File: src/rtl/core/sgm_pkg.sv
// Shared types, constants and tables for the spectral gain mask generator.
`default_nettype none
package sgm_pkg;

   localparam int MAX_BINS     = 4096;
   localparam int BIN_W        = 12;
   localparam int CNT_W        = 13;
   localparam int GAIN_W       = 16;
   localparam int D_W          = 14;
   localparam int XY_W         = 32;
   localparam int Z_W          = 26;
   localparam int TAB_W        = 23;
   localparam int CORDIC_STEPS = 18;
   localparam int EDGE_LAT     = CORDIC_STEPS + 1;
   localparam int ADDR_W       = 5;
   localparam int DATA_W       = 32;

   localparam logic [GAIN_W-1:0] UNITY_GAIN = 16'd32768;
   localparam logic [GAIN_W-1:0] HALF_GAIN  = 16'd16384;
   localparam logic [GAIN_W-1:0] ZERO_GAIN  = 16'd0;

   // atan(2^-k)/pi in units of 2^-24
   localparam logic [TAB_W-1:0] ATAN_TAB [CORDIC_STEPS] = '{
      23'd4194304, 23'd2476042, 23'd1308273, 23'd664100, 23'd333339, 23'd166832,
      23'd83436, 23'd41721, 23'd20861, 23'd10430, 23'd5215, 23'd2608,
      23'd1304, 23'd652, 23'd326, 23'd163, 23'd81, 23'd41
   };

   typedef enum logic [1:0] {
      FT_LOWPASS,
      FT_HIGHPASS,
      FT_BANDPASS,
      FT_RESERVED
   } filter_type_type;

   typedef enum logic [1:0] {
      SYM_MIRROR,
      SYM_RIGHT,
      SYM_LEFT,
      SYM_RESERVED
   } symmetry_type;

   typedef enum logic [2:0] {
      REG_FILTER_TYPE,
      REG_BIN_COUNT,
      REG_CUTOFF_BIN,
      REG_EDGE_ORDER,
      REG_BAND_WIDTH,
      REG_SYMMETRY_MODE,
      REG_INVERT_GAIN,
      REG_FILTER_ACTIVE
   } reg_index_type;

   typedef enum logic [1:0] {
      GM_CONST,
      GM_EDGE,
      GM_BAND
   } gain_mode_type;

   typedef struct packed {
      filter_type_type   filter_type;
      logic [CNT_W-1:0]  bin_count;
      logic [BIN_W-1:0]  cutoff_bin;
      logic [CNT_W-1:0]  edge_order;
      logic [CNT_W-1:0]  band_width;
      symmetry_type      symmetry_mode;
      logic              invert_gain;
      logic              filter_active;
   } cfg_type;

   typedef struct packed {
      logic [BIN_W-1:0]  bin_index;
      gain_mode_type     mode;
      logic [GAIN_W-1:0] const_gain;
      logic              apply_inv;
   } side_type;

endpackage
`default_nettype wire

File: src/rtl/core/sgm_cordic.sv
// Pipelined CORDIC soft edge: 0.5 + atan(d/order)/pi in Q1.15.
`default_nettype none
module sgm_cordic
   import sgm_pkg::*;
(
   input  wire logic                clock,
   input  wire logic                en,
   input  wire logic signed [D_W-1:0] d_in,
   input  wire logic [CNT_W-1:0]    order,
   output logic [GAIN_W-1:0]        e_out
);

   logic signed [XY_W-1:0] x_src [CORDIC_STEPS];
   logic signed [XY_W-1:0] y_src [CORDIC_STEPS];
   logic signed [Z_W-1:0]  z_src [CORDIC_STEPS];
   logic                   n_src [CORDIC_STEPS];
   logic signed [XY_W-1:0] x_ff  [CORDIC_STEPS];
   logic signed [XY_W-1:0] y_ff  [CORDIC_STEPS];
   logic signed [Z_W-1:0]  z_ff  [CORDIC_STEPS];
   logic                   n_ff  [CORDIC_STEPS];

   logic signed [D_W-1:0]  mag_full;
   logic [CNT_W-1:0]       mag;
   logic signed [Z_W-1:0]  zc;
   logic signed [Z_W-1:0]  zr;
   logic [Z_W-10:0]        q;
   logic [GAIN_W-1:0]      qc;
   logic [GAIN_W-1:0]      e_in;
   logic [GAIN_W-1:0]      e_ff;

   assign mag_full = d_in[D_W-1] ? -d_in : d_in;
   assign mag      = mag_full[CNT_W-1:0];

   assign x_src[0] = $signed({3'b000, order, 16'h0000});
   assign y_src[0] = $signed({3'b000, mag, 16'h0000});
   assign z_src[0] = '0;
   assign n_src[0] = d_in[D_W-1];

   for (genvar k = 0; k < CORDIC_STEPS; k++) begin : g_step
      logic signed [XY_W-1:0] xs;
      logic signed [XY_W-1:0] ys;
      logic signed [Z_W-1:0]  t;

      if (k > 0) begin : g_link
         assign x_src[k] = x_ff[k-1];
         assign y_src[k] = y_ff[k-1];
         assign z_src[k] = z_ff[k-1];
         assign n_src[k] = n_ff[k-1];
      end

      assign xs = x_src[k] >>> k;
      assign ys = y_src[k] >>> k;
      assign t  = $signed({3'b000, ATAN_TAB[k]});

      always_ff @(posedge clock) begin
         if (en) begin
            n_ff[k] <= n_src[k];
            if (!y_src[k][XY_W-1]) begin
               x_ff[k] <= x_src[k] + ys;
               y_ff[k] <= y_src[k] - xs;
               z_ff[k] <= z_src[k] + t;
            end else begin
               x_ff[k] <= x_src[k] - ys;
               y_ff[k] <= y_src[k] + xs;
               z_ff[k] <= z_src[k] - t;
            end
         end
      end
   end

   // round angle to Q1.15 half-turn units and fold in the sign
   always_comb begin
      zc   = z_ff[CORDIC_STEPS-1][Z_W-1] ? '0 : z_ff[CORDIC_STEPS-1];
      zr   = zc + Z_W'(256);
      q    = zr[Z_W-1:9];
      qc   = (q > (Z_W-9)'(16384)) ? HALF_GAIN : q[GAIN_W-1:0];
      e_in = n_ff[CORDIC_STEPS-1] ? (HALF_GAIN - qc) : (HALF_GAIN + qc);
   end

   always_ff @(posedge clock) begin
      if (en) begin
         e_ff <= e_in;
      end
   end

   assign e_out = e_ff;

`ifndef SYNTHESIS
   a_edge_range: assert property (@(posedge clock) !$isunknown(e_ff) |-> (e_ff <= UNITY_GAIN))
      else $error("edge gain above unity");
`endif

endmodule
`default_nettype wire

File: config.mk
export PLATFORM = sky130hd
export DESIGN_NAME = sgm_cordic
export DESIGN_NICKNAME = d
export VERILOG_FILES = /design/src/rtl/core/sgm_pkg.sv /design/src/rtl/core/sgm_cordic.sv
export SDC_FILE = /design/constraint.sdc
export NUM_CORES = 2
export LEC_CHECK = 0
export ABC_AREA = 1
export BUFFER_PORTS_ARGS = -buffer_cell sky130_fd_sc_hd__buf_2
export CAP_MARGIN = 20
export CORE_UTILIZATION = 70
export DETAILED_ROUTE_END_ITERATION = 8
export PLACE_DENSITY = 0.87
export SLEW_MARGIN = 30
export SYNTH_ARGS = -nofsm -noshare
export SYNTH_HDL_FRONTEND = slang
export SYNTH_SLANG_ARGS = --single-unit
File: constraint.sdc
create_clock -name clock -period 15.5 [get_ports clock]
set_clock_uncertainty 0.2 [all_clocks]
set_input_delay 3.1 -clock clock [delete_from_list [all_inputs] [get_ports clock]]
set_output_delay 3.1 -clock clock [all_outputs]
set_load 0.05 [all_outputs]
; Yosys cells after proc, flatten, opt, wreduce, memory -nomap -nowiden
; Memories as Yosys holds them, arrays and structs flattened.
; Index checks and enable logic that the tools add are counted.
; Widths: inputs -> output; s select.
[word_totals]
reg_bits = 16
word_cells = 324
mem_count = 4
in_bits = 29
ramBits = 1638
output_inout_bits = 16
[mem_list]
columns = memory, words, word_bits, read_ports, rd_ports_with_merged_regs, wr, line_no
row1 = x_ff, 18, 32, 17, 0, 18, sgm_cordic.sv:17  ; logic signed [XY_W-1:0] x_ff [CORDIC_STEPS];
row2 = y_ff, 18, 32, 17, 0, 18, sgm_cordic.sv:18  ; logic signed [XY_W-1:0] y_ff [CORDIC_STEPS];
row3 = z_ff, 18, 26, 18, 0, 18, sgm_cordic.sv:19  ; logic signed [Z_W-1:0] z_ff [CORDIC_STEPS];
row4 = n_ff, 18, 1, 18, 0, 18, sgm_cordic.sv:20  ; logic n_ff [CORDIC_STEPS];
[op_classes]
n_addsub = 108
bitwise = 51
n_lt_le_gt_ge = 1
n_mux = 159
[ops]
columns = op, count
row1 = $mux 32, 34
row2 = $mux 26, 17
row3 = $mux 1, 104
row4 = $add 32x15->32, 2
row5 = $add 32x16->32, 2
row6 = $add 32x17->32, 2
row7 = $add 32x18->32, 2
row8 = $add 32x19->32, 2
row9 = $add 32x20->32, 2
row10 = $add 32x21->32, 2
row11 = $add 32x22->32, 2
row12 = $add 32x23->32, 2
row13 = $add 32x24->32, 2
row14 = $add 32x25->32, 2
row15 = $add 32x26->32, 2
row16 = $add 32x27->32, 2
row17 = $add 32x28->32, 2
row18 = $add 32x29->32, 2
row19 = $add 32x30->32, 2
row20 = $add 32x31->32, 2
row21 = $sub 32x15->32, 2
row22 = $sub 32x16->32, 2
row23 = $sub 32x17->32, 2
row24 = $sub 32x18->32, 2
row25 = 58 further kinds, 122

; Logic depth before layout (Yosys ltp)
; An unclocked memory read counts as a cell.
[depth]
ltp_word = 7
ltp_mapped = 27
ltp_nobuf = 27

; Worst setup path before layout
; No wires, ideal clock.
[synth_timing]
path_kind = input to register
startpoint = input en
endpoint = memory x_ff[10][23] (netlist: x_ff[5][23]) (data pin)
n_path_buf = 3
slack_ns = 8.477
setup_time_ns = 0.265
path_stages = 19
required_ns = 15.035
t_arrival_ns = 6.558
cell_sequence = buf_6 > clkbuf_1 > nand2_1 > inv_1 > buf_1 > nor2_1 > xor2_1 > inv_1 > ha_1 > a21oi_1 > a21boi_0 > o21ai_0 > a21boi_0 > inv_1 > nand2_1 > nand2_1 > a21boi_0 > o21ai_0 > xor2_1
[synth_lines]
columns = item, line_no
row1 = "start, declared", sgm_cordic.sv:7  ; input wire logic en,
row2 = "end, declared", sgm_cordic.sv:17

==> summary by stage <==
Min path
The type of the tightest min-delay check is reg -> reg.

Clock tree
The number of clock buffers added by TritonCTS is approximately 150. The number of setup buffers added after CTS is 0. The clock sink count is 1306. The clock passes through at most 3 buffers.

The library cell used as clock root buffer is sky130_fd_sc_hd__clkbuf_16. The H-tree was split into 4 levels. After clock tree synthesis, the repair step resized 0 gates. Clock-pin slew was measured on the worst setup and hold paths at 0.06 ns.

The number of buffers inserted by hold repair at cts is 0. The later-pin clock latency in the skew report is 0.81 ns. The clock tree from TritonCTS is built.

GRT
For this run the aggregate overflow at the end of global routing stands at 0. Across every metal layer, demand over resource in global routing totals 0.384. The pin count of the biggest net entering global routing is 159. The initial antenna violation count was 4. The first-pass GRT wire length is roughly 500000 um.

The number of global-route vias before repair is 94400.

Cells and area
The post-route standard cell area excluding fillers is 120000 um^2. In the final design database the tool counted 14900 nets. At the end of the flow the core is filled with cells to 0.757. The fraction of layout cells with a size suffix above 1 is 0.0322. Compared with the post-synthesis result, the final layout area differs by 6.86%. The number of standard cells in the layout, taps in and fillers out is 15800.

The repair_antennas step left the layout with diodes totalling 0. Leaving out fill and tap cells, the most frequent cell in the layout is sky130_fd_sc_hd__nand2_1. In the layout the commonest cells are sky130_fd_sc_hd__nand2_1, sky130_fd_sc_hd__inv_1, sky130_fd_sc_hd__a21oi_1.

Route
The via count is about 100000. After detailed routing, the total wire length is around 320000 um. For this run, design rule violations remaining after detail routing come to 2.

Dividing the detail-routed via count by the number of cells gives 6.26. The length of the first detailed-routing pass in iterations is 9. The detailed router finished its first iteration with 10700 violations. The post-detailed-route count of antenna-violating nets is 0. Dividing the detail-routed wire length by the instance count gives 20.2 um.

Synth
The number of distinct library cells after synthesis is 72. For this run, the leading register cell type out of synthesis is sky130_fd_sc_hd__edfxtp_1. The average cell area after synthesis is 8.41 um^2. Synthesis handed over a netlist of around 13000 instances.

The cell area that synthesis handed to floorplanning was around 110000 um^2. The count of synthesis-stage warnings from yosys is 0. The proportion of register bits with asynchronous set or reset after synthesis is 0. The flop and latch count out of synthesis is 1306. The proportion of synthesized chip area in sequential cells is 0.348. The net count after synthesis is 14700. Counting flops with a built-in enable in the synthesized netlist gives 1306.

Setup path
The data required time at the worst endpoint is about 16 ns. In this run the critical register-to-register path is launched from x_ff[1][42]$_DFFE_PP_. Across all register-to-register paths, the minimum setup slack is 9.54 ns. The endpoint kind of the worst setup timing path is a flip-flop. The critical path ends at y_ff[5][54]$_DFFE_PP_. STA classifies the critical path startpoint as an input pin.

The number of cells on the worst reg-to-reg path is 18. The critical path is of the in -> reg type. In this run the critical register-to-register path is captured at y_ff[2][30]$_DFFE_PP_. At the worst endpoint, the arrival time is 8.57 ns. The peak fanout along the critical path is 52.

Tracing the worst setup path back leads to its startpoint at en.

Timing
Setup violations remaining at the end of the flow were counted as 0. For the pin with the worst max-slew slack, the measured transition is 1.01 ns. The part of the cycle the worst path needs is 0.531. The count of final hold-check violations is 0.

Setup repair after global routing left no endpoint under its margin. The count of final max-slew check failures was 0. The final critical delay including setup and external delays is 8.23 ns. The worst pin sits at a relative slew slack of 0.328. The maximum operating frequency is 0.121 GHz.

Setup total negative slack on the finished layout was measured at 0 ns.

Job
Max-cap violations in this run came to 0.

Floorplan
The area enclosed by the die boundary is 163000 um^2. The starting density of the core is 0.708. The die span in y is approximately 400 um. The total area inside the core boundary comes to 159000 um^2.

Pin placement for this block handled 45 I/O pins. The die is 403 um wide. The number of placement rows is ~150.

Place
The congestion estimate from routability-driven global placement came to 1.05. The number of buffers inserted by port buffering is between 40 and 50. The number of placed instances, taps included, is roughly 16000. The placed wire-length estimate is 252000 um. The post-place instance area is 116000 um^2.

Run status
The checks that failed: DRC. The flow ran to the end, but the final reports show violations.
==> per-layer routing <==
metal  track usage  vias up  wire length, um  share of wire
met2         0.620     5160           144000           0.45
met1         0.498    46000           127000           0.40
met3        0.0716     1056            31500          0.098
met5             0        -               36        0.00011
met4         0.188        6            16900          0.053
li1              -    46700                -              -
==> flip-flops by register name (all words and copies together) (netlist names) <==
register and count:
e_out 16, x_ff 433, y_ff 444, z_ff 395, n_ff 18
==> worst min-delay path by stage <==
stage                          start                    end  slack (ns)  cells past startpoint
6_report        z_ff[2][3]$_DFFE_PP_  z_ff[2][29]$_DFFE_PP_        0.22                      0
5_1_grt         z_ff[2][3]$_DFFE_PP_  z_ff[2][29]$_DFFE_PP_        0.23                      0
4_1_cts        z_ff[5][27]$_DFFE_PP_   z_ff[6][1]$_DFFE_PP_        0.22                      0
3_5_place_dp   z_ff[5][27]$_DFFE_PP_   z_ff[6][1]$_DFFE_PP_        0.21                      0
3_3_place_gp      n_ff[12]$_DFFE_PP_     n_ff[13]$_DFFE_PP_        0.20                      0
2_1_floorplan      n_ff[9]$_DFFE_PP_     n_ff[10]$_DFFE_PP_        0.20                      0
==> cells by family (layout without fill, tap and decap cells) <==
logic type	after synthesis	count (layout)	share of synthesized area
AOI/OAI and AO/OA	2941	2941	0.149
xor gates and xnor gates	1723	1723	0.134
adders and majority gates	1294	1294	0.146
buffers and inverters	1684	1932	0.0565
DFF	1306	1306	0.348
muxes	1	1	0.0000889
and+or+nand+nor	4454	4454	0.166
==> metrics by stage <==
step,hold slack [ns],worst slack (ns)
after floorplan,0.200,8.48
after global placement,0.203,6.59
after detailed placement,0.205,6.57
after CTS,0.220,7.38
after global routing,0.233,6.88
final,0.217,7.27
==> worst max-delay path, stage by stage <==
cell and delay [ns]:
sky130_fd_sc_hd__buf_12 0.26, sky130_fd_sc_hd__buf_4 0.52, sky130_fd_sc_hd__buf_4 0.61, sky130_fd_sc_hd__buf_4 0.51, sky130_fd_sc_hd__nand2_1 0.09, sky130_fd_sc_hd__buf_4 0.27
sky130_fd_sc_hd__clkinv_1 0.08, sky130_fd_sc_hd__buf_4 0.39, sky130_fd_sc_hd__a31oi_1 0.10, sky130_fd_sc_hd__xor2_1 0.16, sky130_fd_sc_hd__ha_1 0.34, sky130_fd_sc_hd__a21oi_1 0.18
sky130_fd_sc_hd__nand2_1 0.12, sky130_fd_sc_hd__a21boi_0 0.31, sky130_fd_sc_hd__o21ai_0 0.20, sky130_fd_sc_hd__a21oi_1 0.27, sky130_fd_sc_hd__o21ai_0 0.21, sky130_fd_sc_hd__a21boi_0 0.37
sky130_fd_sc_hd__o21ai_0 0.16, sky130_fd_sc_hd__xor2_1 0.16
==> final cells by class <==
| cell class | count | area, um^2 |
|---|---|---|
| Sequential cell | 1306 | 39200 |
| Inverter | 1577 | 5920 |
| Clock buffer | 169 | 3800 |
| Fill cell | 11300 | 38700 |
| Timing Repair Buffer | 90 | 628 |
| Clock inverter | 96 | 1050 |
| Tap cell | 2146 | 2690 |
| Multi-Input combinational cell | 10400 | 67100 |
==> Yosys cell counts (all sizes together), types with 37 or more instances <==
master     n  share of area
fa        37         0.0066
inv     1567          0.052
ha      1257           0.14
a21o     103         0.0069
nor4      67         0.0042
a31oi    288          0.016
o21ai    677          0.030
o21bai    54         0.0036
or2       43         0.0024
nand2   2335          0.078
nand4    132         0.0075
nor3     296          0.014
xor2    1104          0.086
o31ai     93         0.0062
edfxtp  1306           0.35
o21a     118         0.0079
xnor2    619          0.048
nand3    448          0.020
a21boi   108         0.0072
a21oi   1361          0.061
clkbuf    83         0.0028
nor2    1097          0.037
Power is not shown: default switching activity piles up to over one toggle a cycle in this logic, so the estimate is an artifact.
