===== src/rtl/core/sgm_pkg.sv =====
// Shared types, constants and tables for the spectral gain mask generator.
`default_nettype none
package sgm_pkg;

   localparam int MAX_BINS     = 4096;
   localparam int BIN_W        = 12;
   localparam int CNT_W        = 13;
   localparam int GAIN_W       = 16;
   localparam int D_W          = 14;
   localparam int XY_W         = 32;
   localparam int Z_W          = 26;
   localparam int TAB_W        = 23;
   localparam int CORDIC_STEPS = 18;
   localparam int EDGE_LAT     = CORDIC_STEPS + 1;
   localparam int ADDR_W       = 5;
   localparam int DATA_W       = 32;

   localparam logic [GAIN_W-1:0] UNITY_GAIN = 16'd32768;
   localparam logic [GAIN_W-1:0] HALF_GAIN  = 16'd16384;
   localparam logic [GAIN_W-1:0] ZERO_GAIN  = 16'd0;

   // atan(2^-k)/pi in units of 2^-24
   localparam logic [TAB_W-1:0] ATAN_TAB [CORDIC_STEPS] = '{
      23'd4194304, 23'd2476042, 23'd1308273, 23'd664100, 23'd333339, 23'd166832,
      23'd83436, 23'd41721, 23'd20861, 23'd10430, 23'd5215, 23'd2608,
      23'd1304, 23'd652, 23'd326, 23'd163, 23'd81, 23'd41
   };

   typedef enum logic [1:0] {
      FT_LOWPASS,
      FT_HIGHPASS,
      FT_BANDPASS,
      FT_RESERVED
   } filter_type_type;

   typedef enum logic [1:0] {
      SYM_MIRROR,
      SYM_RIGHT,
      SYM_LEFT,
      SYM_RESERVED
   } symmetry_type;

   typedef enum logic [2:0] {
      REG_FILTER_TYPE,
      REG_BIN_COUNT,
      REG_CUTOFF_BIN,
      REG_EDGE_ORDER,
      REG_BAND_WIDTH,
      REG_SYMMETRY_MODE,
      REG_INVERT_GAIN,
      REG_FILTER_ACTIVE
   } reg_index_type;

   typedef enum logic [1:0] {
      GM_CONST,
      GM_EDGE,
      GM_BAND
   } gain_mode_type;

   typedef struct packed {
      filter_type_type   filter_type;
      logic [CNT_W-1:0]  bin_count;
      logic [BIN_W-1:0]  cutoff_bin;
      logic [CNT_W-1:0]  edge_order;
      logic [CNT_W-1:0]  band_width;
      symmetry_type      symmetry_mode;
      logic              invert_gain;
      logic              filter_active;
   } cfg_type;

   typedef struct packed {
      logic [BIN_W-1:0]  bin_index;
      gain_mode_type     mode;
      logic [GAIN_W-1:0] const_gain;
      logic              apply_inv;
   } side_type;

endpackage
`default_nettype wire


===== src/rtl/core/sgm_front.sv =====
// Front stages: bin mapping by symmetry, then edge distances and hard gains.
`default_nettype none
module sgm_front
   import sgm_pkg::*;
(
   input  wire logic               clock,
   input  wire logic               reset,
   input  wire logic               en,
   input  wire cfg_type            cfg,
   input  wire logic               in_valid,
   input  wire logic [BIN_W-1:0]   in_bin_index,
   output logic                    out_valid,
   output side_type                out_side,
   output logic signed [D_W-1:0]   out_d1,
   output logic signed [D_W-1:0]   out_d2
);

   logic [CNT_W-1:0] n;
   logic [BIN_W-1:0] half;
   logic [CNT_W-1:0] j13;
   logic [CNT_W-1:0] rev;
   logic [BIN_W-1:0] s_in;
   logic             pass_in;

   logic             a_vld_ff;
   logic [BIN_W-1:0] a_j_ff;
   logic [BIN_W-1:0] a_s_ff;
   logic             a_pass_ff;

   logic signed [14:0] fs, ss, hs, ws, lo, hi, lo_c, hi_c;
   logic signed [14:0] d1, d2;
   side_type           side_in;

   logic                  b_vld_ff;
   side_type              b_side_ff;
   logic signed [D_W-1:0] b_d1_ff;
   logic signed [D_W-1:0] b_d2_ff;

   assign n    = (cfg.bin_count > CNT_W'(MAX_BINS)) ? CNT_W'(MAX_BINS) : cfg.bin_count;
   assign half = n[CNT_W-1:1];

   // stage A: choose which base bin feeds this output bin
   always_comb begin
      j13     = {1'b0, in_bin_index};
      rev     = n - CNT_W'(1) - j13;
      pass_in = !cfg.filter_active || (j13 >= n);
      case (cfg.symmetry_mode)
         SYM_MIRROR: s_in = (j13 >= (n - {1'b0, half})) ? rev[BIN_W-1:0] : in_bin_index;
         SYM_RIGHT:  s_in = rev[BIN_W-1:0];
         default:    s_in = in_bin_index;
      endcase
   end

   always_ff @(posedge clock) begin
      if (reset) begin
         a_vld_ff <= 1'b0;
      end else if (en) begin
         a_vld_ff <= in_valid;
      end
   end

   always_ff @(posedge clock) begin
      if (en) begin
         a_j_ff    <= in_bin_index;
         a_s_ff    <= s_in;
         a_pass_ff <= pass_in;
      end
   end

   // stage B: edge distances and hard-step gains
   always_comb begin
      fs   = $signed({3'b000, cfg.cutoff_bin});
      ss   = $signed({3'b000, a_s_ff});
      hs   = $signed({3'b000, half});
      ws   = $signed({3'b000, cfg.band_width[CNT_W-1:1]});
      lo   = fs - ws;
      hi   = fs + ws;
      lo_c = (lo < 0) ? 15'sd0 : ((lo > hs) ? hs : lo);
      hi_c = (hi < 0) ? 15'sd0 : ((hi > hs) ? hs : hi);
      d1   = fs - ss;
      d2   = ss - lo_c;

      side_in.bin_index  = a_j_ff;
      side_in.mode       = GM_CONST;
      side_in.const_gain = UNITY_GAIN;
      side_in.apply_inv  = cfg.invert_gain;

      case (cfg.filter_type)
         FT_LOWPASS: begin
            if (ss < hs) begin
               d1 = fs - ss;
               if (cfg.edge_order == '0) begin
                  side_in.const_gain = (fs > ss) ? UNITY_GAIN : ZERO_GAIN;
               end else begin
                  side_in.mode = GM_EDGE;
               end
            end else begin
               d1 = fs + ss;
               if (cfg.edge_order != '0) begin
                  side_in.mode = GM_EDGE;
               end
            end
         end
         FT_HIGHPASS: begin
            d1 = ss - fs;
            if (cfg.edge_order == '0) begin
               side_in.const_gain = (ss >= fs) ? UNITY_GAIN : ZERO_GAIN;
            end else begin
               side_in.mode = GM_EDGE;
            end
         end
         FT_BANDPASS: begin
            d1 = hi_c - ss;
            if (ss < hs) begin
               if (cfg.edge_order == '0) begin
                  side_in.const_gain = (ss >= lo_c && ss < hi_c) ? UNITY_GAIN : ZERO_GAIN;
               end else begin
                  side_in.mode = GM_BAND;
               end
            end
         end
         default: ;
      endcase

      // inactive or out-of-range bins: unity, never inverted
      if (a_pass_ff) begin
         side_in.mode       = GM_CONST;
         side_in.const_gain = UNITY_GAIN;
         side_in.apply_inv  = 1'b0;
      end
   end

   always_ff @(posedge clock) begin
      if (reset) begin
         b_vld_ff <= 1'b0;
      end else if (en) begin
         b_vld_ff <= a_vld_ff;
      end
   end

   always_ff @(posedge clock) begin
      if (en) begin
         b_side_ff <= side_in;
         b_d1_ff   <= d1[D_W-1:0];
         b_d2_ff   <= d2[D_W-1:0];
      end
   end

   assign out_valid = b_vld_ff;
   assign out_side  = b_side_ff;
   assign out_d1    = b_d1_ff;
   assign out_d2    = b_d2_ff;

endmodule
`default_nettype wire


===== config.mk =====
export PLATFORM = sky130hd
export DESIGN_NAME = sgm_front
export DESIGN_NICKNAME = d
export VERILOG_FILES = /design/src/rtl/core/sgm_pkg.sv /design/src/rtl/core/sgm_front.sv
export SDC_FILE = /design/constraint.sdc
export NUM_CORES = 1
export LEC_CHECK = 0
export ABC_AREA = 1
export BUFFER_PORTS_ARGS = -buffer_cell sky130_fd_sc_hd__clkbuf_2
export CORE_MARGIN = 4
export CORE_UTILIZATION = 49
export CTS_BUF_LIST = sky130_fd_sc_hd__clkbuf_8 sky130_fd_sc_hd__clkbuf_16
export DETAILED_ROUTE_END_ITERATION = 7
export PLACE_DENSITY = 0.72
export SKIP_CTS_REPAIR_TIMING = 1
export SLEW_MARGIN = 20
export SYNTH_ARGS = -nofsm -noshare
export SYNTH_HDL_FRONTEND = slang
export SYNTH_SLANG_ARGS = --single-unit

===== constraint.sdc =====
create_clock -name clock -period 8.16 [get_ports clock]
set_input_delay 1.632 -clock clock [delete_from_list [all_inputs] [get_ports clock]]
set_output_delay 1.632 -clock clock [all_outputs]
set_load 0.05 [all_outputs]

[Word-level counts from Yosys, hierarchy flattened]
Cells that the tools add are included.
Widths: inputs -> output; s select.
Storage, ports and cells
  bits in registers: 86
  output and inout port bits: 60
  logic and storage cells: 65
Cells by class
  add/subtract/negate cells: 10
  order comparisons: 12
  eq/ne operators: 3
  mux-type cells: 22
  reductions and logical operators: 7
Operators by type and width (number)
  $mux 16: 7
  $pmux 18 s3: 1
  $pmux 14 s3: 1
  $mux 13: 3
  $sub 12x12->13: 3
  $mux 15: 2
  $add 12x12->13: 2
  $ge 12x13->1: 2
  $lt 13x1->1 const B: 2
  $pmux 12 s2: 1
  $mux 18: 1
  $ge 13x15->1: 1
  $mux 14: 1
  $sub 13x12->14: 1
  $sub 13x14->14: 1
  $gt 13x12->1: 1
  $gt 13x13->1: 1
  $gt 13x13->1 const B: 1
  $logic_not 13->1: 1
  $lt 12x13->1: 1
  $reduce_bool 13->1: 1
  $sub 13x12->13: 1
  $ge 12x12->1: 1
  $gt 12x12->1: 1
  other kinds (12): 16

[Longest topological paths before layout]
  word-level depth: 11
  mapped depth: 36
  depth with buffers taken out: 34

[Worst setup path before layout]
OpenSTA, ideal clock, no wires.
  path type: input-to-reg
  start: input cfg[30] in the netlist's numbering
  end: register b_d2_ff[10], in the netlist out_d2[10], data pin
  setup time: 0.259 ns
  data arrival time: 5.487 ns
  required time: 7.901 ns
  setup slack: 2.414 ns
  cell stages on the path: 28
  buffers on the path: 1
  path through: inv_1 -> ha_1 -> fa_1 -> nand3b_1 -> nand2_1 -> inv_1 -> o21ai_0 -> a21oi_1 -> xor2_1 -> ha_1 -> a21o_1 -> a31oi_1 -> nand3_1 -> nand2_1 -> nand2_1 -> nand2_1 -> nand2_1 -> nand2_1 -> buf_2 -> nand2_1 -> a21oi_1 -> ha_1 -> inv_1 -> fa_1 -> a21oi_1 -> o221ai_1 -> a21oi_1 -> xnor2_1
On the way
  word-level cells in the longest chain between the ends: 5
  elaborated cells between the ends (all ways): 6
  those cells by class: 2 x add/sub; 2 x order compare; 2 x mux
Ends and longest elaborated chain
  from (decl): RTL line sgm_front.sv:9  | input wire cfg_type cfg,
  $sub 12x12->13 (*): RTL line sgm_front.sv:76  | lo = fs - ws;
  $gt 13x13->1: RTL line sgm_front.sv:78  | lo_c = (lo < 0) ? 15'sd0 : ((lo > hs) ? hs : lo);
  $mux 15: RTL line sgm_front.sv:78
  $mux 15 (*): RTL line sgm_front.sv:78
  $sub 13x14->14 (*): RTL line sgm_front.sv:81  | d2 = ss - lo_c;
  net d2[10]: RTL line sgm_front.sv:31  | logic signed [14:0] d1, d2;
  to (signal assigned): RTL line sgm_front.sv:145  | b_d2_ff <= d2[D_W-1:0];
  to (decl): RTL line sgm_front.sv:37  | logic signed [D_W-1:0] b_d2_ff;
The timed path passes the listed nets; every way through them passes the cells marked *.
A chain may end at the register's enable or synchronous reset.

[Worst setup path after layout]
  start: input cfg[31] in the netlist's numbering
  end: register b_side_ff, in the netlist out_side[16], data pin
On the way
  word-level cells in the longest chain between the ends: 10
  elaborated cells between the ends (all ways): 24
  those cells by class: 2 x add/sub; 8 x order compare; 13 x mux; 1 x reduce/logical
Ends and longest elaborated chain
  $sub 12x12->13 / $add 12x12->13 (equally long branches): RTL line sgm_front.sv:76, sgm_front.sv:77
  $gt 13x13->1 / $gt 13x12->1 (equally long branches): RTL line sgm_front.sv:78, sgm_front.sv:79
  $mux 15 / $mux 13 (equally long branches) (2 in series): RTL line sgm_front.sv:78, sgm_front.sv:79
  $ge 13x15->1 / $lt 12x13->1 (equally long branches): RTL line sgm_front.sv:116  | side_in.const_gain = (ss >= lo_c && ss < hi_c) ? UNITY_GAIN : ZERO_GAIN;
  $logic_and 1x1->1: RTL line sgm_front.sv:116
  $mux 16: RTL line sgm_front.sv:116
  $mux 16: RTL line sgm_front.sv:115  | if (cfg.edge_order == '0) begin
  $mux 18: RTL line sgm_front.sv:114  | if (ss < hs) begin
  $pmux 18 s3 (*): RTL line sgm_front.sv:88  | case (cfg.filter_type)
  to (signal assigned): RTL line sgm_front.sv:143  | b_side_ff <= side_in;
  to (decl): RTL line sgm_front.sv:35  | side_type b_side_ff;
Mark *: on every way between the ends. The rest lies on a longest branch, timed or not.

==> reports/summary.json <==
{
  "clock_tree": {
    "skew_pair_late_insertion_delay_ns": 0.36,
    "cts_buffer_depth": 2,
    "root_buf_cell": "sky130_fd_sc_hd__clkbuf_16",
    "cts_inserted_buffers": 9,
    "cts.htree.levels": 3,
    "clock_sink_count": 71,
    "clk_pin_slew_ns": 0.07,
    "cts_tree": "built"
  },
  "worst_setup_path": {
    "path_common_cell": "sky130_fd_sc_hd__nand2_1",
    "critical_path_peak_fanout": 23,
    "critPathBufInv": 3,
    "timing.critical_path.from": "cfg[31]",
    "critPathArrivalTime_ns": 6.77,
    "critical_path.startpoint_type": "primary input",
    "cpMaxStageDelayCell": "sky130_fd_sc_hd__nand2_1",
    "critical_path_required_ns": 8.26,
    "path_class": "primary input to flip-flop",
    "critical-path-top-delay-family": "simple AND/OR/NAND/NOR gates",
    "crit_path_max_incr_delay_ns": 0.53,
    "type_of_element_capturing_the_critical_path": "flip-flop",
    "timing.rr.start": "a_s_ff[1]"
  },
  "drt": {
    "postRouteAntennaNets": 0,
    "route.final.wire_length_um": 30900,
    "first_pass_drt_iterations": 5,
    "wl_per_cell_um": 17.4,
    "dr_total_vias": 9764,
    "detail_route.drc_violations": 0,
    "drt-vias-per-instance": 5.51,
    "iteration_0_drc_count_of_the_detailed_router": 524
  },
  "synth": {
    "synth_enable_flop_cells": 69,
    "yosysWarningCount": 0,
    "yosys_top_cell_by_area": "sky130_fd_sc_hd__edfxtp_1",
    "yosysTopAreaCellShare_pct": 20.7,
    "synth-seq-area-share_pct": 21.1,
    "syn-instance-count": 1400,
    "synth_async_sr_flop_share_pct": 0,
    "netlist_top_cells_area": "sky130_fd_sc_hd__edfxtp_1, sky130_fd_sc_hd__ha_1, sky130_fd_sc_hd__nand2_1",
    "synthMostInstantiatedCell": "sky130_fd_sc_hd__nand2_1",
    "postSynth.topFlopCell": "sky130_fd_sc_hd__edfxtp_1",
    "post_synth_most_frequent_cells": "sky130_fd_sc_hd__nand2_1, sky130_fd_sc_hd__inv_1, sky130_fd_sc_hd__ha_1",
    "synth.lib_cells_used.distinct": 47,
    "syn_avg_cell_area_um2": 7.16,
    "post_synth_instance_area_um2": 10000,
    "yosys_register_bits": 71
  },
  "finish": {
    "instances_no_fill": 1773,
    "fillCellCount": 2047,
    "num-nets-final": 1744,
    "flow.area_growth_from_synthesis_pct": 10.1,
    "post_route_cells_drive_above_1_share_pct": 11.4,
    "insertedDiodeCount": 0
  },
  "global_routing": {
    "overflow": 0,
    "grt_max_degree": 73,
    "grt_first_pass_wirelength_um": 48200,
    "globalRouteTotalUtil_pct": 27.3,
    "grt_pass1_vias": 9566,
    "grt_antenna_before_repair": 0
  },
  "place": {
    "worst_slack_after_detailed_placement_ns": 1.22,
    "io_buffer_count": 116,
    "final_replace_weighted_congestion": 0.917,
    "detailedPlacementHpwl_um": 25800,
    "place.detailed.instances": 1757
  },
  "worst_hold_path": {
    "min-delay-path-class": "flip-flop to flip-flop",
    "timing.hold.worst.start": "a_j_ff[8]"
  },
  "status": {
    "status": "complete, no violations"
  },
  "floorplan": {
    "floorplan.die.width_um": 151,
    "core_region_area_um2": 20200,
    "floorplan.die_area_um2": 22800,
    "count_of_boundary_i_o_pins": 133,
    "initial_core_util_pct": 49.7,
    "floorplan.rows": 52,
    "die_height_um": 151
  },
  "sta": {
    "tightestPinTransition_ns": 0.928,
    "drv_slew": 0,
    "maxClockFrequency_ghz": 0.150,
    "timing.max_slew.rel_slack_pct": 38.1,
    "final_period_minus_worst_setup_slack_ns": 6.67,
    "hold_violations": 0,
    "timing.final.setup_violations": 0,
    "unrepaired_setup_endpoints_after_global_routing": "false",
    "fin_hold_ws_ns": 0.420,
    "final_min_period_over_clock_period_pct": 81.7,
    "setup_slack_ns": 1.49,
    "setup_total_negative_slack_ns": 0,
    "worst_clock_skew_ns": 0.0100
  },
  "power": {
    "p_leak_nw": 5.71,
    "vdd_drop_max_mv": 0.106,
    "power.density_nw_per_um2": 203
  },
  "flow_run": {
    "drv.max_cap_violation_count": 0
  }
}
## through the flow
stage	total power, mW	util (%)	area, um^2
CTS	2.24	54.7	11000
finish	2.24	54.7	11000
detailed placement	1.81	53.2	10700
global route	2.41	54.7	11000
global placement	1.79	53.2	10700
floorplan	1.50	-	10100
## worst paths after layout
path,to,slack (ns),depth (start not counted)
worst max-delay path,out_side[16],1.49,28
worst min-delay path,out_side[27],0.42,0
worst min register to register,out_side[27],0.42,0
worst max register to register,out_d1[11],5.22,11
## kinds of logic (layout without fill, tap and decap cells)
group                    Yosys count  count (layout)  share of synthesized area [%]
flip-flops                        71              71                           21.1
AO/OA/AOI/OAI                    252             252                           14.3
other                              1              15                         0.0374
AND/OR/NAND/NOR                  579             579                           25.5
buffers and inverters            254             343                           10.7
adder cells (fa/ha/maj)          173             173                           22.3
XOR/XNOR                          70              70                           6.12
## worst reg2reg max path: cells and delay by family (launching register included)
family          cells  cell delay [ns]
flops               1             0.77
simple gates        4             0.39
buf+inv             2             0.30
fa+ha+maj           1             0.34
compound gates      4             0.90
## layer usage
metal,up-vias,wire [um],global-route usage [%]
met1,4538,12100,31.1
met4,0,1070,10.0
met5,-,0,0
li1,4874,-,-
met3,62,1330,2.93
met2,290,16400,52.0
## layout by cell type, fill, tap and decap left out, drive strengths merged
cell,synthesis,routed
a211oi,5,5
a21boi,1,1
a21o,12,12
a21oi,119,119
a221oi,3,3
a31o,1,1
a31oi,10,10
and3,1,1
buf,43,5
bufinv,0,1
clkbuf,4,124
clkinv,0,2
clkinvlp,0,1
conb,1,15
dfxtp,2,2
edfxtp,69,69
fa,9,9
ha,164,164
inv,207,210
nand2,295,295
nand3,117,117
nand3b,12,12
nand4,22,22
nor2,87,87
nor3,20,20
nor4,7,7
o2111ai,5,5
o211ai,9,9
o21a,3,3
o21ai,69,69
o21bai,9,9
o221ai,3,3
o22ai,2,2
o31ai,1,1
or2,18,18
xnor2,9,9
xor2,61,61
## area by class of cell
class / instances / area, um^2 / share of cell area, %
multi-input combinational: 1089 / 6890 / 62.5
sequential: 71 / 2110 / 19.1
inverter: 207 / 777 / 7.04
timing repair buffer: 120 / 613 / 5.56
tap: 270 / 338 / 3.06
clock buffer: 9 / 225 / 2.04
clock inverter: 7 / 77.6 / 0.703
## state kept, by name, summed over array words and instances, names as in the netlist
name / cells
out_side: 16
out_d1: 14
out_d2: 14
a_j_ff: 12
a_s_ff: 12
a_pass_ff: 1
a_vld_ff: 1
out_valid: 1
## power by group
part | leakage [nW] | internal, mW | switching [mW] | total (mW)
clock | 0.147 | 0.240 | 0.184 | 0.425
sequential | 0.695 | 0.485 | 0.0344 | 0.519
combinational | 4.87 | 0.412 | 0.888 | 1.30
total | 5.71 | 1.14 | 1.11 | 2.24
Note: power is estimated with default switching activity, not from simulation.
