$ cat src/rtl/core/sgm_pkg.sv
// Shared types, constants and tables for the spectral gain mask generator.
`default_nettype none
package sgm_pkg;

   localparam int MAX_BINS     = 4096;
   localparam int BIN_W        = 12;
   localparam int CNT_W        = 13;
   localparam int GAIN_W       = 16;
   localparam int D_W          = 14;
   localparam int XY_W         = 32;
   localparam int Z_W          = 26;
   localparam int TAB_W        = 23;
   localparam int CORDIC_STEPS = 18;
   localparam int EDGE_LAT     = CORDIC_STEPS + 1;
   localparam int ADDR_W       = 5;
   localparam int DATA_W       = 32;

   localparam logic [GAIN_W-1:0] UNITY_GAIN = 16'd32768;
   localparam logic [GAIN_W-1:0] HALF_GAIN  = 16'd16384;
   localparam logic [GAIN_W-1:0] ZERO_GAIN  = 16'd0;

   // atan(2^-k)/pi in units of 2^-24
   localparam logic [TAB_W-1:0] ATAN_TAB [CORDIC_STEPS] = '{
      23'd4194304, 23'd2476042, 23'd1308273, 23'd664100, 23'd333339, 23'd166832,
      23'd83436, 23'd41721, 23'd20861, 23'd10430, 23'd5215, 23'd2608,
      23'd1304, 23'd652, 23'd326, 23'd163, 23'd81, 23'd41
   };

   typedef enum logic [1:0] {
      FT_LOWPASS,
      FT_HIGHPASS,
      FT_BANDPASS,
      FT_RESERVED
   } filter_type_type;

   typedef enum logic [1:0] {
      SYM_MIRROR,
      SYM_RIGHT,
      SYM_LEFT,
      SYM_RESERVED
   } symmetry_type;

   typedef enum logic [2:0] {
      REG_FILTER_TYPE,
      REG_BIN_COUNT,
      REG_CUTOFF_BIN,
      REG_EDGE_ORDER,
      REG_BAND_WIDTH,
      REG_SYMMETRY_MODE,
      REG_INVERT_GAIN,
      REG_FILTER_ACTIVE
   } reg_index_type;

   typedef enum logic [1:0] {
      GM_CONST,
      GM_EDGE,
      GM_BAND
   } gain_mode_type;

   typedef struct packed {
      filter_type_type   filter_type;
      logic [CNT_W-1:0]  bin_count;
      logic [BIN_W-1:0]  cutoff_bin;
      logic [CNT_W-1:0]  edge_order;
      logic [CNT_W-1:0]  band_width;
      symmetry_type      symmetry_mode;
      logic              invert_gain;
      logic              filter_active;
   } cfg_type;

   typedef struct packed {
      logic [BIN_W-1:0]  bin_index;
      gain_mode_type     mode;
      logic [GAIN_W-1:0] const_gain;
      logic              apply_inv;
   } side_type;

endpackage
`default_nettype wire

$ cat src/rtl/core/sgm_csr.sv
// Configuration register bank with APB-style access.
`default_nettype none
module sgm_csr
   import sgm_pkg::*;
(
   input  wire logic              clock,
   input  wire logic              reset,
   input  wire logic              psel,
   input  wire logic              penable,
   input  wire logic              pwrite,
   input  wire logic [ADDR_W-1:0] paddr,
   input  wire logic [DATA_W-1:0] pwdata,
   output logic      [DATA_W-1:0] prdata,
   output logic                   pready,
   output cfg_type                cfg
);

   cfg_type       cfg_ff;
   reg_index_type idx;
   logic          wr_en;

   assign idx    = reg_index_type'(paddr[ADDR_W-1:2]);
   assign wr_en  = psel && penable && pwrite;
   assign pready = 1'b1;
   assign cfg    = cfg_ff;

   always_ff @(posedge clock) begin
      if (reset) begin
         cfg_ff.filter_type   <= FT_LOWPASS;
         cfg_ff.bin_count     <= 13'd4096;
         cfg_ff.cutoff_bin    <= 12'd1024;
         cfg_ff.edge_order    <= 13'd256;
         cfg_ff.band_width    <= 13'd256;
         cfg_ff.symmetry_mode <= SYM_MIRROR;
         cfg_ff.invert_gain   <= 1'b0;
         cfg_ff.filter_active <= 1'b0;
      end else if (wr_en) begin
         unique case (idx)
            REG_FILTER_TYPE:   cfg_ff.filter_type   <= filter_type_type'(pwdata[1:0]);
            REG_BIN_COUNT:     cfg_ff.bin_count     <= pwdata[CNT_W-1:0];
            REG_CUTOFF_BIN:    cfg_ff.cutoff_bin    <= pwdata[BIN_W-1:0];
            REG_EDGE_ORDER:    cfg_ff.edge_order    <= pwdata[CNT_W-1:0];
            REG_BAND_WIDTH:    cfg_ff.band_width    <= pwdata[CNT_W-1:0];
            REG_SYMMETRY_MODE: cfg_ff.symmetry_mode <= symmetry_type'(pwdata[1:0]);
            REG_INVERT_GAIN:   cfg_ff.invert_gain   <= pwdata[0];
            REG_FILTER_ACTIVE: cfg_ff.filter_active <= pwdata[0];
            default: ;
         endcase
      end
   end

   always_comb begin
      prdata = '0;
      unique case (idx)
         REG_FILTER_TYPE:   prdata[1:0]       = cfg_ff.filter_type;
         REG_BIN_COUNT:     prdata[CNT_W-1:0] = cfg_ff.bin_count;
         REG_CUTOFF_BIN:    prdata[BIN_W-1:0] = cfg_ff.cutoff_bin;
         REG_EDGE_ORDER:    prdata[CNT_W-1:0] = cfg_ff.edge_order;
         REG_BAND_WIDTH:    prdata[CNT_W-1:0] = cfg_ff.band_width;
         REG_SYMMETRY_MODE: prdata[1:0]       = cfg_ff.symmetry_mode;
         REG_INVERT_GAIN:   prdata[0]         = cfg_ff.invert_gain;
         REG_FILTER_ACTIVE: prdata[0]         = cfg_ff.filter_active;
         default: prdata = '0;
      endcase
   end

endmodule
`default_nettype wire

$ cat config.mk
export PLATFORM = sky130hd
export DESIGN_NAME = sgm_csr
export DESIGN_NICKNAME = d
export VERILOG_FILES = /design/src/rtl/core/sgm_pkg.sv /design/src/rtl/core/sgm_csr.sv
export SDC_FILE = /design/constraint.sdc
export NUM_CORES = 1
export LEC_CHECK = 0
export BUFFER_PORTS_ARGS = -buffer_cell sky130_fd_sc_hd__clkbuf_2
export CORE_ASPECT_RATIO = 1.4
export CORE_MARGIN = 4
export CORE_UTILIZATION = 51
export CTS_CLUSTER_DIAMETER = 100
export DETAILED_ROUTE_END_ITERATION = 6
export PLACE_DENSITY = 0.86
export SLEW_MARGIN = 20
export SYNTH_ARGS = -nofsm -noshare
export SYNTH_HDL_FRONTEND = slang
export SYNTH_SLANG_ARGS = --single-unit
$ cat constraint.sdc
create_clock -name clock -period 2.59 [get_ports clock]
set_input_delay 0.1295 -clock clock [delete_from_list [all_inputs] [get_ports clock]]
set_output_delay 0.1295 -clock clock [all_outputs]
set_load 0.005 [all_outputs]
======== Yosys cells after proc, flatten, opt, wreduce, memory -nomap -nowiden ========
Index checks and enable logic that the tools add are counted.
cells by class
  multiply operators ...................... 0
  equal/unequal tests ..................... 7
  shift operators ......................... 0
  $add $sub $neg .......................... 0
  $lt $le $gt $ge ......................... 0
  div/mod/pow operators ................... 0
  bitwise operators ....................... 0
  multiplexer cells ....................... 4
  reductions and logical operators ........ 11
operators with widths
  kind                  count
  $pmux W10 S4          1
  $reduce_and A2 Y1     8
  $eq A3 B3 Y1 const B  4
  $pmux W1 S8           1
  $eq A3 B2 Y1 const B  2
  $pmux W1 S6           1
  $eq A3 B1 Y1 const B  1
  $logic_not A3 Y1      1
  $pmux W1 S3           1
  $logic_and A1 B1 Y1   2
word-level totals
  latch bits .............................. 0
  output and inout bits ................... 90
  memories kept ........................... 0
  bits in read-only memories .............. 0
  logic and storage cells ................. 30
  bits of input ports ..................... 42
  bits in writable memories ............... 0
  bits in registers ....................... 57

======== Longest topological paths before layout ========
Gate-level depths: netlist of run 1.
  depth in word-level cells ............... 3
  gate-level depth with buffers ........... 5
  mapped depth without buffers ............ 3

======== Least setup slack after synthesis of run 1 ========
OpenSTA, ideal clock, no wires.
  kind .................................... input -> output
  start point ............................. input port paddr[3]
  end point ............................... output port prdata[12]
  slack ................................... 1.546 ns
  buffers on the path ..................... 1
  data arrival time ....................... 0.914 ns
  data required time ...................... 2.461 ns
  stages .................................. 3
  path through ............................ buf_2 -> mux2_2 -> a32o_1
on the way
  cells in the longest elaborated chain, start to end .. 2
  elaborated cells on any way between the ends .. 4
  those cells by class .................... eq/ne (3); mux (1)
ends and longest elaborated chain
  item                                        RTL line       text
  start, declared                             sgm_csr.sv:11  input wire logic [ADDR_W-1:0] paddr,
  $eq A3 B3 Y1, or another cell as far along  sgm_csr.sv:54  unique case (idx)
  $pmux W1 S3 (*)                             sgm_csr.sv:54
  end, declared                               sgm_csr.sv:13  output logic [DATA_W-1:0] prdata,
Every way passes the cells marked *; elsewhere a longest branch is shown, timed or not.

======== Worst setup path in the final report of run 1 ========
  start point ............................. input port paddr[3]
  end point ............................... output port prdata[5]
on the way
  cells in the longest elaborated chain, start to end .. 2
  elaborated cells on any way between the ends .. 5
  those cells by class .................... eq/ne (4); mux (1)
ends and longest elaborated chain
  item                                        RTL line
  $eq A3 B3 Y1, or another cell as far along  sgm_csr.sv:54
  $pmux W10 S4 (*)                            sgm_csr.sv:54
Marks and branches as above.

==> run metrics, run 1 <==
EDFF count, synth 0; Core Area 0.005565 sq mm; max incr delay on CP 0.47 ns; WL final 7260 um; worst-path fanout max 23; Initial Util 0.5313; register area share after synthesis 0.3860; gr usage total 0.2045; Crit-path slowest cell clkbuf_2; Post-DP HPWL 5124 um; Via Count 2395; chip width 72.35 um; CP Launch Type input port; max cap viols 0; setup TNS 0 ns; Final Hold Fails 0; met3 WL 494 um; Async SR Flop Fraction 0; initial antenna violation count 0; fin cells 459; CP Class input port to output pin; max FFs per register 57; Req. time, crit path 2.46 ns; Yosys cell types 31; layout cells sized above 1 0.3248; most frequent cells in the layout clkbuf_2 (90), nand2b_1 (66), mux2i_1 (59); commonest non-fill, non-tap cell in the layout clkbuf_2; Max VDD drop 0.3680 mV; antenna diode count 0; drt via density 5.218; Port Buffer Count 90; die area 0.007097 sq mm; worst skew pair latency 0.33 ns; minimum clock period after layout 1.810 ns; Mapped Avg Cell Area 9.662 sq um; FMAX 552.4 MHz; Final ANT Viol Nets 0; status finished, final reports clean; cell count after synthesis 306; RSZ-0062 raised after global routing false; nets 428; buffer and inverter count on the worst path 3; CP most frequent cell clkbuf_2; worst slew pin tran 0.9127 ns; global-route wire length before repair 11340 um; crit path DAT 1.68 ns; First DRT Iteration DRCs 165; Final setup viols 0; wl on met1 2903 um; wire length on met2 3761 um; Die Height 98.09 um; critical path endpoint category output pin; clock slew at reported path FFs 0.07 ns; Overflow after GRT 0; Residual DRC 0; Wirelength per Cell 15.82 um; total power 1.854 mW; Top FF cell, synth dfxtp_1; Slew Viols, Final 0; HP Class input port to flop; Yosys reg bits 57; cts bufs inserted 9; vias in the first global route 2270; warnings from Yosys 0; synth-to-layout area growth 18.96%; DR top layer met4; row count 32; PostCTS Resize Cnt 0; CTS root buf clkbuf_8; Post-Synthesis Cell Area 0.002957 sq mm; Power Dens Cells 527.1 mW/mm^2; clk buf depth 2; CP Cell Sequence clkbuf_2 -> nor2b_1 -> buf_4 -> a22oi_1 -> o21ai_0 -> clkbuf_2; Post-CTS Setup Inserts 0; CTS tree done; design area 0.003517 sq mm; cts hold-fix bufs 0; clk_skew 0 ns; Final WS setup 0.7798 ns; 1st-pass router iterations 4; placed inst area 0.003322 sq mm; io pins 132; DP Worst Slack 0.7949 ns; CP delay by family, top buffers and inverters; GPL Wtd Cong 0.7676; Placed Cells 443; largest net degree at the start of global routing 65; # H-tree levels 3; Leak 1.772 nW; TritonCTS Sinks 57; Final period util 0.6989; max_slew headroom 0.3915
-- layer usage --
metal | track usage | up-vias
met5 | 0 | -
met4 | 0.06802 | 0
met3 | 0.05252 | 11
met2 | 0.3404 | 89
met1 | 0.2532 | 1139
li1 | - | 1156
-- kinds of logic (layout without fill, tap and decap cells) --
group | count (synthesis) | count (layout) | synth area share
AND/OR/NAND/NOR | 101 | 101 | 0.2002
multiplexers | 71 | 71 | 0.2455
flip-flops | 57 | 57 | 0.3859
buffers and inverters | 44 | 111 | 0.09352
AO/OA/AOI/OAI | 31 | 31 | 0.07236
other | 2 | 20 | 0.002540
-- final timing paths --
path | depth (start not counted) | startpoint | slack [ns] | end
setup reg to reg | 2 | cfg[40]$_SDFFE_PP1P_ | 1.74 | cfg[40]$_SDFFE_PP1P_
hold / removal | 2 | pwdata[12] | 0.02 | cfg[54]$_SDFFE_PP1P_
setup / recovery | 6 | paddr[3] | 0.78 | prdata[5]
hold reg to reg | 2 | cfg[3]$_SDFFE_PP0P_ | 0.49 | cfg[3]$_SDFFE_PP0P_
-- power breakdown --
group,internal (mW),switching [mW]
logic,0.0626,0.0842
registers,0.883,0.00545
clock network,0.463,0.356
total,1.41,0.445
-- layout make-up --
type / count / area (sq um)
clock buffer: 10 / 137.6
sequential: 57 / 1141
timing repair buffer: 94 / 480.5
inverter: 1 / 3.754
tap: 68 / 85.08
fill: 478 / 2048
clock inverter: 6 / 57.56
multi-input combinational: 223 / 1612
-- per-stage QoR --
step                hold WS, ns    util
global placement         0.3522  0.5969
floorplan                0.2475       -
global route            0.01646  0.6320
finish                  0.01647  0.6320
CTS                     0.01081  0.6320
detailed placement       0.3647  0.5969
-- Yosys cell counts (2+ instances only) --
| master | number | area share |
|---|---|---|
| nand2b_1 | 66 | 0.14 |
| a22oi_1 | 10 | 0.025 |
| a211o_1 | 2 | 0.0059 |
| dfxtp_1 | 57 | 0.39 |
| nand2_1 | 14 | 0.018 |
| nor2_1 | 5 | 0.0063 |
| conb_1 | 2 | 0.0025 |
| o21ai_0 | 11 | 0.019 |
| mux2i_1 | 59 | 0.20 |
| a21boi_0 | 2 | 0.0051 |
| clkbuf_1 | 11 | 0.014 |
| a32oi_1 | 2 | 0.0059 |
| and2_4 | 2 | 0.0059 |
| buf_6 | 3 | 0.011 |
| nand3_1 | 3 | 0.0051 |
| buf_4 | 21 | 0.053 |
| buf_2 | 7 | 0.012 |
| mux2_2 | 12 | 0.046 |
| nand2_2 | 2 | 0.0042 |
| nor2b_1 | 4 | 0.0085 |
No activity file was read; power rests on OpenSTA's default activity.
==> inputs of run 2 (changes only) <==
--- a/config.mk
+++ b/config.mk
@@ -5,13 +5,14 @@
 export SDC_FILE = /design/constraint.sdc
 export NUM_CORES = 1
 export LEC_CHECK = 0
+export ABC_AREA = 1
 export BUFFER_PORTS_ARGS = -buffer_cell sky130_fd_sc_hd__clkbuf_2
 export CORE_ASPECT_RATIO = 1.4
 export CORE_MARGIN = 4
-export CORE_UTILIZATION = 51
+export CORE_UTILIZATION = 42
 export CTS_CLUSTER_DIAMETER = 100
 export DETAILED_ROUTE_END_ITERATION = 6
-export PLACE_DENSITY = 0.86
+export PLACE_DENSITY = 0.76
 export SLEW_MARGIN = 20
 export SYNTH_ARGS = -nofsm -noshare
 export SYNTH_HDL_FRONTEND = slang
==> constraint.sdc (replaced) <==
create_clock -name clock -period 1.6 [get_ports clock]
set_input_delay 0.08 -clock clock [delete_from_list [all_inputs] [get_ports clock]]
set_output_delay 0.08 -clock clock [all_outputs]
set_load 0.005 [all_outputs]
==> run 2 against run 1 <==
Sequential power grew 63%. Power up 67%. Global-route usage shrank 0.80 points. Routed wire length grew 7.0%. Cell count grew 19%. Synthesized cell count increased by 26%. Core utilization decreased by 10 points. Register-to-register slack got worse by 0.82 ns. Clock power increased by 70%. Combinational power rose by 63%. Highest routed layer unchanged.
==> run metrics, run 2 <==
status finished, final reports clean; Slew Viols, Final 0; CP Cell Sequence clkbuf_2 -> nor2_4 -> nand2_4 -> inv_1 -> buf_12 -> nand2_1 -> nand4_1 -> clkbuf_2; Final Hold Fails 0; Final setup viols 0; worst hold path stage count 3; clock slew at reported path FFs 0.06 ns; initial antenna violation count 0; Yosys reg bits 57; antenna diode count 0; Mapped Avg Cell Area 7.270 sq um; register area share after synthesis 0.4077; cell count after synthesis 385; Final ANT Viol Nets 0; Power Dens Cells 917.2 mW/mm^2; Worst R2R Start cfg[43]$_SDFFE_PP0P_; Post-CTS Setup Inserts 0; CP Class input port to output pin; most common cell in the netlist nor2_1; HP Class input port to flop; Yosys cell types 25; cell count of the worst reg-to-reg path 2; Overflow after GRT 0; Req. time, crit path 1.52 ns; synth-to-layout area growth 20.25%; WL final 7765 um; top cells by count, synth nor2_1 (99), nand2_1 (65), dfxtp_1 (57), o21ai_0 (40), buf_4 (21); RR Endpoint cfg[43]$_SDFFE_PP0P_; buffer and inverter count on the worst path 4; GPL Wtd Cong 0.8892; max FFs per register 57; commonest non-fill, non-tap cell in the layout nor2_1; FMAX 776.1 MHz; crit path DAT 1.21 ns; Crit-path slowest cell inv_1; # H-tree levels 3; gr usage total 0.1965; CP most frequent cell clkbuf_2; warnings from Yosys 0; Yosys top cell area share 0.4077; Port Buffer Count 90; die area 0.008053 sq mm; CP delay by family, top buffers and inverters; total power 3.087 mW; worst-path fanout max 8; RSZ-0062 raised after global routing false; PostCTS Resize Cnt 0; CTS root buf clkbuf_8; Top FF cell, synth dfxtp_1; global-route wire length before repair 12680 um; nets 512; Final period util 0.8053; Initial Util 0.4416; setup TNS 0 ns; TritonCTS Sinks 57; R2R setup slack 0.92 ns; cts hold-fix bufs 0; io pins 132; Synth area leader dfxtp_1; Post-Synthesis Cell Area 0.002799 sq mm; Leak 1.686 nW; most frequent cells in the layout nor2_1 (99), clkbuf_2 (90), nand2_1 (65); hold wc startpoint pwdata[8]; filler instances 639; Die Height 104.6 um; Via Count 2707; clk buf depth 2; largest net degree at the start of global routing 58; CP Launch Type input port; Post-DP HPWL 5569 um; layout cells sized above 1 0.2947; Max VDD drop 0.4305 mV; 1st-pass router iterations 5; max incr delay on CP 0.21 ns; Wirelength per Cell 14.20 um; drt via density 4.949; Min-Delay Endpoint cfg[25]$_SDFFE_PP1P_; critical path endpoint category output pin; max cap viols 0; Core Area 0.006339 sq mm; CTS tree done; minimum clock period after layout 1.289 ns; cts bufs inserted 9; clk_skew 0 ns; vias in the first global route 2515; Async SR Flop Fraction 0; row count 34; worst skew pair latency 0.32 ns; chip width 77.00 um; EDFF count, synth 0; Residual DRC 0; First DRT Iteration DRCs 120; top post-synthesis cells by area dfxtp_1 (41%), nor2_1 (13%), nand2_1 (8.7%)
-- run 2: cell count changes after synthesis, sizes merged, moves of 9 or more --
cell and change:
nor2 +108, nand2b -66, mux2i -59, nand2 +53, o21ai +42, nand4 +16
inv +12, mux2 -12, a22oi -10, nand3 +9
-- run 2: cell families after synthesis --
group / share of synthesized area
compound gates: 0.09477
simple gates: 0.3554
buf+inv: 0.1395
other cells: 0.002683
flops: 0.4077
-- run 2: how the worst max path moves through the flow --
stage	slack, ns	cells past startpoint	from	end
global placement	0.21	8	paddr[4]	cfg[32]$_SDFFE_PP0P_
finish	0.31	8	paddr[3]	prdata[11]
CTS	0.31	8	paddr[3]	prdata[11]
floorplan	0.66	8	paddr[3]	cfg[12]$_SDFFE_PP1P_
global route	0.22	8	paddr[3]	prdata[11]
detailed placement	0.16	8	paddr[4]	cfg[31]$_SDFFE_PP0P_
-- run 2: worst min-delay path, stage by stage --
cell      delay (ns)
clkbuf_2        0.12
nand2_1         0.06
nand3_1         0.05
-- run 2: report_power, final --
| part | leakage [nW] | switching (mW) | internal, mW |
|---|---|---|---|
| clock network | 0.107 | 0.548 | 0.846 |
| registers | 0.460 | 0.0149 | 1.44 |
| logic | 1.12 | 0.160 | 0.0804 |
| total | 1.69 | 0.723 | 2.36 |
-- run 2: through the flow --
stage	utilization	cells	worst slack, ns	hold slack (ns)	instance area [sq um]
4_1_cts	0.5310	547	0.3060	0.001014	3366
3_3_place_gp	0.4982	531	0.2058	0.3310	3158
5_1_grt	0.5310	547	0.2178	0.003645	3366
3_5_place_dp	0.4982	531	0.1576	0.3522	3158
6_report	0.5310	547	0.3114	0.01146	3366
2_1_floorplan	-	403	0.6554	0.1932	2867
-- run 2: final cells by class --
| cell class | instances | area (sq um) | area share |
|---|---|---|---|
| inverter | 14 | 61.31 | 0.01822 |
| timing repair buffer | 99 | 530.5 | 0.1576 |
| multi-input combinational | 289 | 1335 | 0.3967 |
| clock buffer | 14 | 172.7 | 0.05130 |
| clock inverter | 2 | 35.03 | 0.01041 |
| tap | 72 | 90.09 | 0.02677 |
| sequential | 57 | 1141 | 0.3390 |
-- run 2: layer usage --
layer	wire length, um	track usage
met3	627	0.05766
met1	3080	0.2223
met5	0	0
met2	3936	0.3473
met4	121	0.07252
==> inputs of run 3 (changes only) <==
--- a/config.mk
+++ b/config.mk
@@ -5,14 +5,14 @@
 export SDC_FILE = /design/constraint.sdc
 export NUM_CORES = 1
 export LEC_CHECK = 0
-export ABC_AREA = 1
+export ABC_AREA = 0
 export BUFFER_PORTS_ARGS = -buffer_cell sky130_fd_sc_hd__clkbuf_2
 export CORE_ASPECT_RATIO = 1.4
 export CORE_MARGIN = 4
-export CORE_UTILIZATION = 42
+export CORE_UTILIZATION = 47
 export CTS_CLUSTER_DIAMETER = 100
 export DETAILED_ROUTE_END_ITERATION = 6
-export PLACE_DENSITY = 0.76
+export PLACE_DENSITY = 0.8
 export SLEW_MARGIN = 20
 export SYNTH_ARGS = -nofsm -noshare
 export SYNTH_HDL_FRONTEND = slang
==> constraint.sdc (replaced) <==
create_clock -name clock -period 1.31 [get_ports clock]
set_input_delay 0.0655 -clock clock [delete_from_list [all_inputs] [get_ports clock]]
set_output_delay 0.0655 -clock clock [all_outputs]
set_load 0.005 [all_outputs]
==> run 3 against run 2 <==
The flow now finishes with violations (setup timing). Die area down 5.1%. Critical path depth down 4. Final area up 18%. Register-to-register slack worse by 0.56 ns. Core utilization up 13 points. Sequential share of layout area down 4.2 points. Cell count down 8.6%. Power up 20%. Clock-buffer cell count unchanged. Largest cell class unchanged. Largest power group unchanged.
==> run metrics, run 3 (synthesis results as in run 1) <==
Worst R2R Start cfg[54]$_SDFFE_PP1P_; sequential standard cell area 0.001176 sq mm; drt via density 5.296; vias in the first global route 2549; layout cells sized above 1 0.4698; failing checks setup timing; cts bufs inserted 9; die area 0.007641 sq mm; TritonCTS Sinks 57; clk_skew 0 ns; Final ANT Viol Nets 0; Residual DRC 0; GR peak layer met2; Max VDD drop 0.6447 mV; minimum clock period after layout 1.341 ns; First DRT Iteration DRCs 136; DP Worst Slack 0.06534 ns; Power Dens Cells 933.3 mW/mm^2; hold wc startpoint pwdata[8]; Wirelength per Cell 16.13 um; Leak 2.012 nW; critical path endpoint category output pin; status complete, but fails checks; setup TNS -0.1180 ns; Post-DP HPWL 5534 um; synth-to-layout area growth 33.90%; Overflow after GRT 0; io pins 132; cell count of the worst reg-to-reg path 3; Final setup viols 8; Via Count 2648; initial antenna violation count 0; RSZ-0062 raised after global routing true; most frequent cells in the layout clkbuf_2 (89), nand2b_1 (66), mux2i_1 (59); clk buf depth 2; filler instances 465; worst hold path stage count 3; largest net degree at the start of global routing 30; max cap viols 0; 1st-pass router iterations 4; row count 33; max FFs per register 57; Slew Viols, Final 0; Final Hold Fails 0; CP Class flop to output pin; commonest non-fill, non-tap cell in the layout clkbuf_2; gr usage total 0.2134; Initial Util 0.4938; FMAX 745.6 MHz; met2 GRT Util 0.3624; clock slew at reported path FFs 0.06 ns; GR Util met1 0.2517; WL final 8064 um; area occupied by multi-input gates 0.001683 sq mm; Req. time, crit path 1.24 ns; CTS root buf clkbuf_8; met3 GRT Util 0.04232; HP Class input port to flop; GPL Wtd Cong 0.8607; crit path DAT 1.28 ns; worst skew pair latency 0.34 ns; Port Buffer Count 90; # H-tree levels 3; Die Height 101.8 um; Final WS setup -0.03119 ns; CP Launch Type flop; CTS tree done; CP startpoint cfg[3]$_SDFFE_PP0P_; Final period util 1.024; chip width 75.03 um; nets 467; global-route wire length before repair 12470 um; worst-path fanout max 2; Core Area 0.005987 sq mm; antenna diode count 0
[run 3: changes by cell type in the layout (fill, tap and decap cells not counted), sizes merged, moves of 10 or more]
cell,previous run,this run
nand2b,0,66
nor2,113,5
inv,13,1
nand2,69,16
a22oi,0,10
nand4,16,0
o21ai,53,11
mux2i,0,59
mux2,0,12
buf,9,42
[run 3: final cells by class]
type	instances	area share
clock buffer	14	0.04614
clock inverter	2	0.002528
timing repair buffer	133	0.2061
sequential	57	0.2971
multi-input combinational	223	0.4251
inverter	1	0.0009482
tap	70	0.02212
[run 3: timing repair]
| item | in CTS | in global routing |
|---|---|---|
| buffers inserted | 15 | 5 |
| resized for setup | 48 | 8 |
| hold buffers | 2 | 0 |
| pin swaps | 10 | 9 |
| endpoints found under the hold margin | 2 | 0 |
| setup endpoints to repair | 13 | 13 |
[run 3: routing by layer]
metal,wire [um],share of wire
met5,0,0
met4,221,0.027
met3,509,0.063
met2,4125,0.51
met1,3209,0.40
[run 3: report_power, final]
part | leakage [nW] | internal [mW] | switching, mW
clock network | 0.102 | 0.887 | 0.687
logic | 1.44 | 0.171 | 0.192
registers | 0.472 | 1.75 | 0.0106
total | 2.01 | 2.81 | 0.889
[run 3: path summary, 6_finish.rpt]
path                                             end  slack [ns]
worst min register to register  cfg[26]$_SDFFE_PP0P_        0.49
worst max-delay path                       prdata[1]       -0.03
worst max register to register  cfg[54]$_SDFFE_PP1P_        0.36
worst min-delay path            cfg[50]$_SDFFE_PP0P_        0.03
[run 3: critical path, stage by stage, from the launching register on]
cell and delay (ns):
dfxtp_2 0.32, mux2_2 0.26, a32oi_1 0.15, o21ai_1 0.10, clkbuf_2 0.12
[run 3: stage by stage]
stage          utilization  area [sq um]  std cells  hold slack, ns  total power [mW]
3_5_place_dp        0.5829          3490        462          0.3142             2.127
4_1_cts             0.6516          3901        495         0.02047             3.709
2_1_floorplan            -          3024        324          0.1835             2.030
3_3_place_gp        0.5829          3490        462          0.3098             2.122
5_1_grt             0.6612          3959        500         0.04391             3.821
6_report            0.6612          3959        500         0.03289             3.695
